File: src/rtl/core/dead_reckoning_pose_integrator_top_assert.svh
// assertion macros shared by the pose integrator rtl
`ifndef DEAD_RECKONING_POSE_INTEGRATOR_TOP_ASSERT_SVH
`define DEAD_RECKONING_POSE_INTEGRATOR_TOP_ASSERT_SVH

// implication checked in the same cycle
`define DRPI_CHECK_NOW(lbl, ante, cons, msg) \
  lbl: assert property (@(posedge clk) disable iff (!rst_n) (ante) |-> (cons)) \
    else $error(msg);

// implication checked in the next cycle
`define DRPI_CHECK_NEXT(lbl, ante, cons, msg) \
  lbl: assert property (@(posedge clk) disable iff (!rst_n) (ante) |=> (cons)) \
    else $error(msg);

`endif

File: src/rtl/core/drpi_pkg.sv
// shared types, constants and tables for the pose integrator
package drpi_pkg;

  // cordic and arithmetic sizes
  localparam int CORDIC_STEPS_DEF = 24;
  localparam int STEP_W           = 5;
  localparam int POS_W            = 48;
  localparam int MAG_W            = 32;
  localparam int HEAD_W           = 32;
  localparam int TRIG_W           = 34;
  localparam int PROD_W           = 66;
  localparam int ATAN_W           = 30;
  localparam int DIV_DIGITS       = 24;

  // configuration port
  localparam int CFG_ADDR_W  = 4;
  localparam int CFG_DATA_W  = 64;
  localparam int REG_SEL_BIT = 3;
  localparam logic REG_START_X = 1'b0;
  localparam logic REG_START_Y = 1'b1;

  // command kinds and units
  localparam logic [1:0] MODE_ADVANCE  = 2'd0;
  localparam logic [1:0] MODE_TURN     = 2'd1;
  localparam logic [1:0] MODE_ANALYSIS = 2'd2;
  localparam logic [1:0] UNIT_M        = 2'd0;
  localparam logic [1:0] UNIT_CM       = 2'd1;
  localparam logic [1:0] UNIT_DM       = 2'd2;
  localparam logic [1:0] UNIT_KM       = 2'd3;
  localparam logic [1:0] TURN_DEG      = 2'd1;

  // cordic start vector, 1/K in Q30
  localparam logic signed [TRIG_W-1:0] INV_GAIN_Q30 = 34'sd652032874;

  // radians to binary angle, round(2^47/pi), split for two narrow products
  localparam int RAD_W     = 46;
  localparam int RAD_SPLIT = 23;
  localparam logic [RAD_W-1:0] RAD_TO_BAM = 46'd44798133900177;

  // reciprocals floor(2^33/d) for the cm and dm divisions
  localparam int RECIP_SHIFT = 33;
  localparam logic [29:0] RECIP_100 = 30'd85899345;
  localparam logic [29:0] RECIP_10  = 30'd858993459;
  localparam logic [6:0]  DIV_CM    = 7'd100;
  localparam logic [6:0]  DIV_DM    = 7'd10;

  // degree turn divider, dividend rounded by half of 360
  localparam logic [47:0] DEG_RND  = 48'd180;
  localparam logic [10:0] DEG_DIV1 = 11'd360;
  localparam logic [10:0] DEG_DIV2 = 11'd720;
  localparam logic [10:0] DEG_DIV3 = 11'd1080;

  // position limits
  localparam logic signed [POS_W-1:0] POS_MAX = 48'sh7FFF_FFFF_FFFF;
  localparam logic signed [POS_W-1:0] POS_MIN = 48'sh8000_0000_0000;

  typedef struct packed {
    logic [1:0]              mode;
    logic signed [MAG_W-1:0] magnitude;
    logic [1:0]              unit;
    logic                    restart;
  } in_word_t;

  typedef struct packed {
    logic signed [POS_W-1:0] pos_x;
    logic signed [POS_W-1:0] pos_y;
    logic [HEAD_W-1:0]       heading_angle;
    logic                    saturated;
  } out_word_t;

  // datapath operations issued by the controller
  typedef enum logic [4:0] {
    OP_NONE,
    OP_LOAD,
    OP_CINIT,
    OP_CSTEP,
    OP_MUL,
    OP_ABS,
    OP_RND,
    OP_DIV,
    OP_FIX,
    OP_ACC,
    OP_RLO,
    OP_RHI,
    OP_RADD,
    OP_DINIT,
    OP_DSTEP,
    OP_DADD,
    OP_PUT
  } dp_op_t;

  typedef struct packed {
    dp_op_t            op;
    logic              axis;
    logic [STEP_W-1:0] step;
  } dp_cmd_t;

  typedef struct packed {
    logic [1:0] mode;
    logic [1:0] unit;
  } dp_stat_t;

  // round(atan(2^-i) * 2^32 / (2*pi))
  function automatic logic [ATAN_W-1:0] atan_bam(input logic [STEP_W-1:0] i);
    logic [ATAN_W-1:0] v;
    case (i)
      5'd0:  v = 30'd536870912;
      5'd1:  v = 30'd316933406;
      5'd2:  v = 30'd167458907;
      5'd3:  v = 30'd85004756;
      5'd4:  v = 30'd42667331;
      5'd5:  v = 30'd21354465;
      5'd6:  v = 30'd10679838;
      5'd7:  v = 30'd5340245;
      5'd8:  v = 30'd2670163;
      5'd9:  v = 30'd1335087;
      5'd10: v = 30'd667544;
      5'd11: v = 30'd333772;
      5'd12: v = 30'd166886;
      5'd13: v = 30'd83443;
      5'd14: v = 30'd41722;
      5'd15: v = 30'd20861;
      5'd16: v = 30'd10430;
      5'd17: v = 30'd5215;
      5'd18: v = 30'd2608;
      5'd19: v = 30'd1304;
      5'd20: v = 30'd652;
      5'd21: v = 30'd326;
      5'd22: v = 30'd163;
      5'd23: v = 30'd81;
      5'd24: v = 30'd41;
      5'd25: v = 30'd20;
      5'd26: v = 30'd10;
      5'd27: v = 30'd5;
      5'd28: v = 30'd3;
      5'd29: v = 30'd1;
      5'd30: v = 30'd1;
      default: v = 30'd0;
    endcase
    return v;
  endfunction

endpackage

File: src/rtl/core/drpi_ctrl.sv
// pose integrator controller: command sequencing and result handshake
`include "dead_reckoning_pose_integrator_top_assert.svh"

module drpi_ctrl #(
  parameter int CORDIC_STEPS = drpi_pkg::CORDIC_STEPS_DEF
) (
  input  logic               clk,
  input  logic               rst_n,
  input  logic               in_valid,
  output logic               in_stall,
  output logic               out_valid,
  input  logic               out_stall,
  input  drpi_pkg::dp_stat_t stat,
  output drpi_pkg::dp_cmd_t  cmd
);
  import drpi_pkg::*;

  localparam logic [STEP_W-1:0] LAST_STEP  = STEP_W'(CORDIC_STEPS - 1);
  localparam logic [STEP_W-1:0] LAST_DIGIT = STEP_W'(DIV_DIGITS - 1);

  typedef enum logic [4:0] {
    S_IDLE,
    S_DISPATCH,
    S_CINIT,
    S_CSTEP,
    S_MUL,
    S_ABS,
    S_RND,
    S_DIV,
    S_FIX,
    S_ACC,
    S_RLO,
    S_RHI,
    S_RADD,
    S_DINIT,
    S_DSTEP,
    S_DADD,
    S_PUT
  } state_t;

  state_t            state_r;
  logic [STEP_W-1:0] step_r;
  logic              axis_r;
  logic              out_valid_r;

  logic accept, out_free, put;

  assign accept   = in_valid && (state_r == S_IDLE);
  assign out_free = !out_valid_r || !out_stall;
  assign put      = (state_r == S_PUT) && out_free;

  // decode state into a datapath operation
  always_comb begin
    cmd.axis = axis_r;
    cmd.step = step_r;
    case (state_r)
      S_IDLE:  cmd.op = accept ? OP_LOAD : OP_NONE;
      S_CINIT: cmd.op = OP_CINIT;
      S_CSTEP: cmd.op = OP_CSTEP;
      S_MUL:   cmd.op = OP_MUL;
      S_ABS:   cmd.op = OP_ABS;
      S_RND:   cmd.op = OP_RND;
      S_DIV:   cmd.op = OP_DIV;
      S_FIX:   cmd.op = OP_FIX;
      S_ACC:   cmd.op = OP_ACC;
      S_RLO:   cmd.op = OP_RLO;
      S_RHI:   cmd.op = OP_RHI;
      S_RADD:  cmd.op = OP_RADD;
      S_DINIT: cmd.op = OP_DINIT;
      S_DSTEP: cmd.op = OP_DSTEP;
      S_DADD:  cmd.op = OP_DADD;
      S_PUT:   cmd.op = put ? OP_PUT : OP_NONE;
      default: cmd.op = OP_NONE;
    endcase
  end

  // state, counters and result valid
  always_ff @(posedge clk) begin
    if (!rst_n) begin
      state_r     <= S_IDLE;
      step_r      <= '0;
      axis_r      <= 1'b0;
      out_valid_r <= 1'b0;
    end else begin
      if (put) begin
        out_valid_r <= 1'b1;
      end else if (out_valid_r && !out_stall) begin
        out_valid_r <= 1'b0;
      end

      case (state_r)
        S_IDLE: begin
          if (accept) begin
            state_r <= S_DISPATCH;
          end
        end
        S_DISPATCH: begin
          case (stat.mode)
            MODE_ADVANCE:  state_r <= S_CINIT;
            MODE_TURN:     state_r <= (stat.unit == TURN_DEG) ? S_DINIT : S_RLO;
            MODE_ANALYSIS: state_r <= S_PUT;
            default:       state_r <= S_PUT;
          endcase
        end
        S_CINIT: begin
          step_r  <= '0;
          state_r <= S_CSTEP;
        end
        S_CSTEP: begin
          if (step_r == LAST_STEP) begin
            axis_r  <= 1'b0;
            state_r <= S_MUL;
          end else begin
            step_r <= step_r + 1'b1;
          end
        end
        S_MUL: state_r <= S_ABS;
        S_ABS: state_r <= S_RND;
        S_RND: state_r <= S_DIV;
        S_DIV: state_r <= S_FIX;
        S_FIX: state_r <= S_ACC;
        S_ACC: begin
          if (!axis_r) begin
            axis_r  <= 1'b1;
            state_r <= S_MUL;
          end else begin
            state_r <= S_PUT;
          end
        end
        S_RLO:  state_r <= S_RHI;
        S_RHI:  state_r <= S_RADD;
        S_RADD: state_r <= S_PUT;
        S_DINIT: begin
          step_r  <= '0;
          state_r <= S_DSTEP;
        end
        S_DSTEP: begin
          if (step_r == LAST_DIGIT) begin
            state_r <= S_DADD;
          end else begin
            step_r <= step_r + 1'b1;
          end
        end
        S_DADD: state_r <= S_PUT;
        S_PUT: begin
          if (put) begin
            state_r <= S_IDLE;
          end
        end
        default: state_r <= S_IDLE;
      endcase
    end
  end

  assign in_stall  = (state_r != S_IDLE);
  assign out_valid = out_valid_r;

  `DRPI_CHECK_NEXT(a_accept_dispatch, accept, state_r == S_DISPATCH, "accepted word not dispatched")
  `DRPI_CHECK_NEXT(a_result_held, (state_r == S_PUT) && out_valid_r && out_stall, state_r == S_PUT, "result left while output full")
  `DRPI_CHECK_NOW(a_step_range, state_r == S_CSTEP, step_r <= LAST_STEP, "cordic step out of range")
  `DRPI_CHECK_NEXT(a_axis_order, (state_r == S_ACC) && !axis_r, (state_r == S_MUL) && axis_r, "y axis not started after x")

endmodule

File: config.mk
export PLATFORM = sky130hd
export DESIGN_NAME = drpi_ctrl
export DESIGN_NICKNAME = d
export VERILOG_FILES = /design/src/rtl/core/drpi_pkg.sv /design/src/rtl/core/drpi_ctrl.sv
export VERILOG_INCLUDE_DIRS = /design/src /design/src/rtl/core
export SDC_FILE = /design/constraint.sdc
export NUM_CORES = 1
export LEC_CHECK = 0
export ABC_AREA = 1
export BUFFER_PORTS_ARGS = -buffer_cell sky130_fd_sc_hd__buf_2
export CAP_MARGIN = 20
export CORE_UTILIZATION = 37
export DETAILED_ROUTE_END_ITERATION = 10
export PLACE_DENSITY_LB_ADDON = 0.05
export SETUP_SLACK_MARGIN = 0.02
export SYNTH_ARGS = -nofsm -noshare
export SYNTH_HDL_FRONTEND = slang
export SYNTH_SLANG_ARGS = --single-unit
File: constraint.sdc
create_clock -name clk -period 1.75 [get_ports clk]
set_input_delay 0 -clock clk [delete_from_list [all_inputs] [get_ports clk]]
set_output_delay 0 -clock clk [all_outputs]
set_load 0.01 [all_outputs]
==> impl_metrics.yaml, run 1 <==
critical_path:
  reg2reg_to: "state_r[1]"
  crit_type: "reg2reg"
  crit_required_ns: 1.96
  startpoint: "step_r[0]"
  reg2reg_slack_ns: 0.22
  rr_worst_depth: 7
  cp-end-kind: "register"
  critical_path_arrival_ns: 1.74
  endpoint: "state_r[1]"
  r2r_start: "step_r[0]"
  critPathMaxFanout: 7
  worst_setup_path_start_kind: "register"
clock_network:
  cts_tree: "done"
  path_clk_slew_ns: 0.09
  clkSinkCount: 12
  clock_latency_ns: 0.28
  numCtsBuffers: 3
  root_buffer: "clkbuf_4"
  cts.path.max_buffers: 2
  h-tree-depth: 1
timing:
  setup_violations: 0
  finalCritPeriodShare: 0.873
  final.setup.tns_ns: 0
  min_period_ns: 1.53
  finalHoldViolations: 0
  setup_ws_ns: 0.223
  skew_ns: 0.00758
  clock.fmax_mhz: 655
  slew_violations: 0
  maxSlewHeadroom: 0.741
  rsz0062_at_grt: "false"
  tightest_slew_ns: 0.383
placed_design:
  placed_area_sq_um: 991
  place.gp.congestion: 0.827
  dp_hpwl_um: 1660
  pre_cts_ws_ns: 0.236
  port_buffers: 20
route:
  drc: 0
  post_drt_via_cell_ratio: 5.08
  dr.pass1.iters: 4
  antenna_left: 0
  vias: 930
  routedWlPerCell_um: 11.6
  drt-total-wl_um: 2130
  drt_iter0_drc: 48
power:
  p_leak_uw: 0.000509
  internal_power_uw: 488
  power.density_nw_per_um2: 731
  power.share.sequential: 0.418
  irDropWorstVdd_v: 0.000299
  comb_power_share: 0.271
  p_clk_frac: 0.312
  p_sw_frac: 0.357
  power_switching_uw: 271
floorplanning:
  die_area_sq_um: 2590
  fp.dieW_um: 50.9
  row_count: 17
  start_util: 0.397
  die_h_um: 50.9
  core_area_sq_um: 2230
  ios: 21
grt:
  grt_pass1_vias: 844
  grt.total_usage: 0.191
  grt_first_pass_wirelength_um: 3710
  antenna_found_initial: 0
  grt_max_degree: 12
  overflow: 0
synth:
  synth_async_sr_flop_share: 0
  yosysWarningCount: 0
  synth_top_area_frac: 0.271
  synthTopCellsByArea: "dfxtp_1, nand2_1, nand3_1"
  synth-edff-count: 0
  ys_seq_area_frac: 0.271
  synthCells: 134
  yosys.area.top_type: "dfxtp_1"
  synth_cell_type_count: 27
  ys_ff_latch: 12
  synthFlopType: "dfxtp_1"
  synth_nets: 143
  syn_area_per_cell_sq_um: 6.61
  syn_area_sq_um: 886
final_layout:
  drive_gt1_frac: 0.277
  syn_to_final_growth_pct: 17.1
  fill_cells: 242
  final_cell_area_sq_um: 1040
  final_nets: 165
  antenna_cells: 0
flow_run:
  cap_violations: 0
outcome:
  status: "completed"
hold_path:
  hold_start: "stat[3]"
  hp-class: "in2reg"
-- critical path: stages, from the launching register on --
cell and delay (ns):
dfxtp_1 0.38, ha_1 0.21, nand4_1 0.28, nand2_4 0.22, inv_1 0.08, nor2_2 0.12
nand2_1 0.06, a21oi_1 0.11
-- synthesized netlist by cell type, drive strengths merged (2+ instances only) --
cell / instances
nand2: 28
o21ai: 3
a21oi: 11
nor2: 26
buf: 3
dfxtp: 12
nor3: 2
clkinv: 2
nand4: 5
inv: 16
nand3: 18
-- timing repair --
| action | 4_1_cts | 5_1_grt |
|---|---|---|
| resized for setup | 0 | 0 |
| buffers inserted | 0 | 0 |
| hold endpoints to repair | 1 | 0 |
| hold buffers | 1 | 0 |
-- power by group through the flow --
| stage | Combinational, uW | Sequential (uW) | Clock (uW) |
|---|---|---|---|
| after floorplan | 162 | 310 | 0 |
| after global placement | 205 | 322 | 0 |
| after detailed placement | 203 | 322 | 0 |
| after CTS | 206 | 315 | 245 |
| after global routing | 231 | 319 | 261 |
| final | 205 | 317 | 236 |
-- logic make-up after synthesis --
kind of cell | synth area share
AOI/OAI and AO/OA | 0.124
xor gates and xnor gates | 0.00989
adders and majority gates | 0.0141
buffers and inverters | 0.113
DFF | 0.271
and+or+nand+nor | 0.468
-- flip-flops by register name, indices dropped and copies added, names as in the netlist --
signal and cells:
state_r 5, step_r 5, axis_r 1, out_valid 1
-- how the worst min path moves through the flow --
| stage | to | slack [ns] | cells after the start |
|---|---|---|---|
| 2_1_floorplan | cmd[10] | 0.17 | 3 |
| 3_3_place_gp | out_valid | 0.28 | 3 |
| 3_5_place_dp | out_valid | 0.30 | 3 |
| 4_1_cts | state_r[4] | 0.07 | 3 |
| 5_1_grt | state_r[4] | 0.1 | 3 |
| 6_report | state_r[4] | 0.08 | 3 |
-- through the flow --
step                      instances   util  power (uW)  hold WS [ns]
after floorplan                 134      -         472         0.167
after global placement          178  0.444         528         0.281
final                           183  0.464         759        0.0752
after CTS                       183  0.464         766        0.0692
after global routing            183  0.464         811        0.0988
after detailed placement        178  0.444         525         0.298
-- placed cells by master (no fill, tap or decap) --
cell type / synthesis / routed
nand2_1: 22 / 22
buf_2: 0 / 20
nor2_1: 19 / 19
nand3_1: 16 / 16
inv_1: 14 / 14
dfxtp_1: 12 / 12
a21oi_1: 11 / 11
nand4_1: 5 / 5
nor2_2: 4 / 4
nor2_4: 3 / 3
o21ai_0: 3 / 3
nand2_2: 3 / 3
nand2_4: 3 / 3
clkbuf_4: 0 / 3
inv_2: 2 / 2
clkinv_2: 2 / 2
nor3_1: 2 / 2
o311ai_0: 1 / 1
nand3_2: 1 / 1
o31ai_1: 1 / 1
nand3_4: 1 / 1
o21a_1: 1 / 1
o211ai_1: 1 / 1
a41oi_1: 1 / 1
xor2_1: 1 / 1
ha_1: 1 / 1
clkbuf_8: 0 / 1
dlygate4sd3_1: 0 / 1
-- layer usage --
| metal | vias up | track usage | wire length [um] |
|---|---|---|---|
| li1 | 486 | - | - |
| met1 | 413 | 0.271 | 1050 |
| met2 | 29 | 0.274 | 956 |
| met3 | 2 | 0.0298 | 107 |
| met4 | 0 | 0.0972 | 14 |
| met5 | - | 0 | 0 |
-- final cells by class --
| type | instances | area [sq um] | area share |
|---|---|---|---|
| inverter | 18 | 70.1 | 0.0676 |
| multi-input combinational | 100 | 546 | 0.526 |
| sequential | 12 | 240 | 0.232 |
| timing repair buffer | 21 | 110 | 0.106 |
| tap | 28 | 35.0 | 0.0338 |
| clock buffer | 4 | 36.3 | 0.0350 |
Note: power is estimated with default switching activity, not from simulation.
==> run 2, diff against run 1 <==
- CORE_MARGIN: default -> 4
==> run 2 against run 1 <==
Total power shrank 9.3%. Critical endpoint is now state_r[2]. Die area rose by 25%. First-iteration DRC count fell by 48%. Setup slack improved by 0.075 ns. Clock skew about the same. Largest power group unchanged. Register-to-register slack better by 0.07 ns. Wire length up 3.2%. Worst hold slack got worse by 0.070 ns. Critical path depth is the same. Global-route usage decreased by 3.7 points. Sequential power is essentially flat.
==> impl_metrics.yaml, run 2 (synthesis results as in run 1) <==
floorplanning:
  ios: 21
  fp.dieW_um: 56.9
  die_h_um: 56.9
  start_util: 0.393
  row_count: 17
  die_area_sq_um: 3240
  core_area_sq_um: 2250
placed_design:
  port_buffers: 20
  place.gp.congestion: 0.836
  placed_area_sq_um: 998
  dp_hpwl_um: 1750
clock_network:
  cts_resized: 0
  cts_tree: "done"
  numCtsBuffers: 3
  path_clk_slew_ns: 0.07
  holdBufCountCts: 0
  clock_latency_ns: 0.27
  root_buffer: "clkbuf_4"
  h-tree-depth: 1
  postCtsSetupBuffers: 0
  cts.path.max_buffers: 2
  clkSinkCount: 12
critical_path:
  crit_type: "reg2reg"
  critPathMaxFanout: 7
  cpMaxStageDelayCell: "dfxtp_1"
  cp-end-kind: "register"
  path_cells: "ha_1 -> nand4_1 -> nand2_4 -> inv_1 -> nor2_2 -> nand2_1 -> a21oi_1"
  worst_setup_path_start_kind: "register"
  crit_required_ns: 1.94
  cpPeakStageDelay_ns: 0.37
  critical_path_arrival_ns: 1.65
power:
  irDropWorstVdd_v: 0.000369
  p_leak_uw: 0.000503
  p_total_uw: 688
  power.density_nw_per_um2: 674
timing:
  clock.fmax_mhz: 688
  setup_violations: 0
  maxSlewHeadroom: 0.757
  tightest_slew_ns: 0.364
  min_period_ns: 1.45
  skew_ns: 0.00777
  final.setup.tns_ns: 0
  finalHoldViolations: 0
  holdWs_ns: 0.00542
  slew_violations: 0
  rsz0062_at_grt: "false"
  finalCritPeriodShare: 0.830
final_layout:
  drive_gt1_frac: 0.279
  mostFrequentLayoutCell: "nand2_1"
  layout_common_cells: "nand2_1, buf_2, nor2_1"
  final_util: 0.453
  antenna_cells: 0
  final_cell_area_sq_um: 1020
  final_nets: 165
  syn_to_final_growth_pct: 15.3
  reg_top3: "state_r x5, step_r x5"
  fill_cells: 257
route:
  vias: 930
  post_drt_via_cell_ratio: 5.11
  antenna_left: 0
  drt-total-wl_um: 2200
  routedWlPerCell_um: 12.1
  dr.pass1.iters: 4
  drt_iter0_drc: 25
  drc: 0
grt:
  antenna_found_initial: 0
  grt_max_degree: 12
  grt_first_pass_wirelength_um: 4010
  overflow: 0
  grt_pass1_vias: 922
  grt.total_usage: 0.154
outcome:
  status: "completed"
flow_run:
  cap_violations: 0
hold_path:
  hp-class: "in2reg"
[run 2: critical path: cells and delay by family, from the launching register on]
kind,cells,cell delay (ns)
flops,1,0.37
buf+inv,1,0.08
fa+ha+maj,1,0.20
compound gates,1,0.11
simple gates,4,0.64
[run 2: metrics by stage]
step,setup WS (ns),std cells
2_1_floorplan,0.401,134
3_3_place_gp,0.357,179
3_5_place_dp,0.289,179
4_1_cts,0.282,182
5_1_grt,0.145,182
6_report,0.297,182
[run 2: final cells by class]
cell class / count / area (sq um) / area share
clock buffer: 3 / 22.5 / 0.0221
inverter: 18 / 70.1 / 0.0686
multi-input combinational: 100 / 546 / 0.534
sequential: 12 / 240 / 0.235
tap: 28 / 35.0 / 0.0343
timing repair buffer: 21 / 108 / 0.105
[run 2: routing by layer]
| layer | global-route usage | part of all wire | wire length (um) |
|---|---|---|---|
| met5 | 0 | 0 | 0 |
| met4 | 0.0298 | 0.0055 | 12 |
| met3 | 0.0452 | 0.072 | 159 |
| met2 | 0.243 | 0.44 | 968 |
| met1 | 0.209 | 0.48 | 1060 |
[run 2: report_power, final]
part	internal [uW]	switching, uW	leakage [uW]
Clock	79.5	83.1	0.0000138
Combinational	75.4	134	0.000392
Sequential	286	29.7	0.0000972
[run 2: path summary, 6_finish.rpt]
| kind | startpoint | endpoint | slack (ns) | cells past startpoint |
|---|---|---|---|---|
| setup / recovery | step_r[0] | state_r[2] | 0.30 | 7 |
| hold / removal | out_stall | out_valid | 0.005 | 3 |
| setup reg to reg | step_r[0] | state_r[2] | 0.30 | 7 |
| hold reg to reg | out_valid | out_valid | 0.49 | 2 |
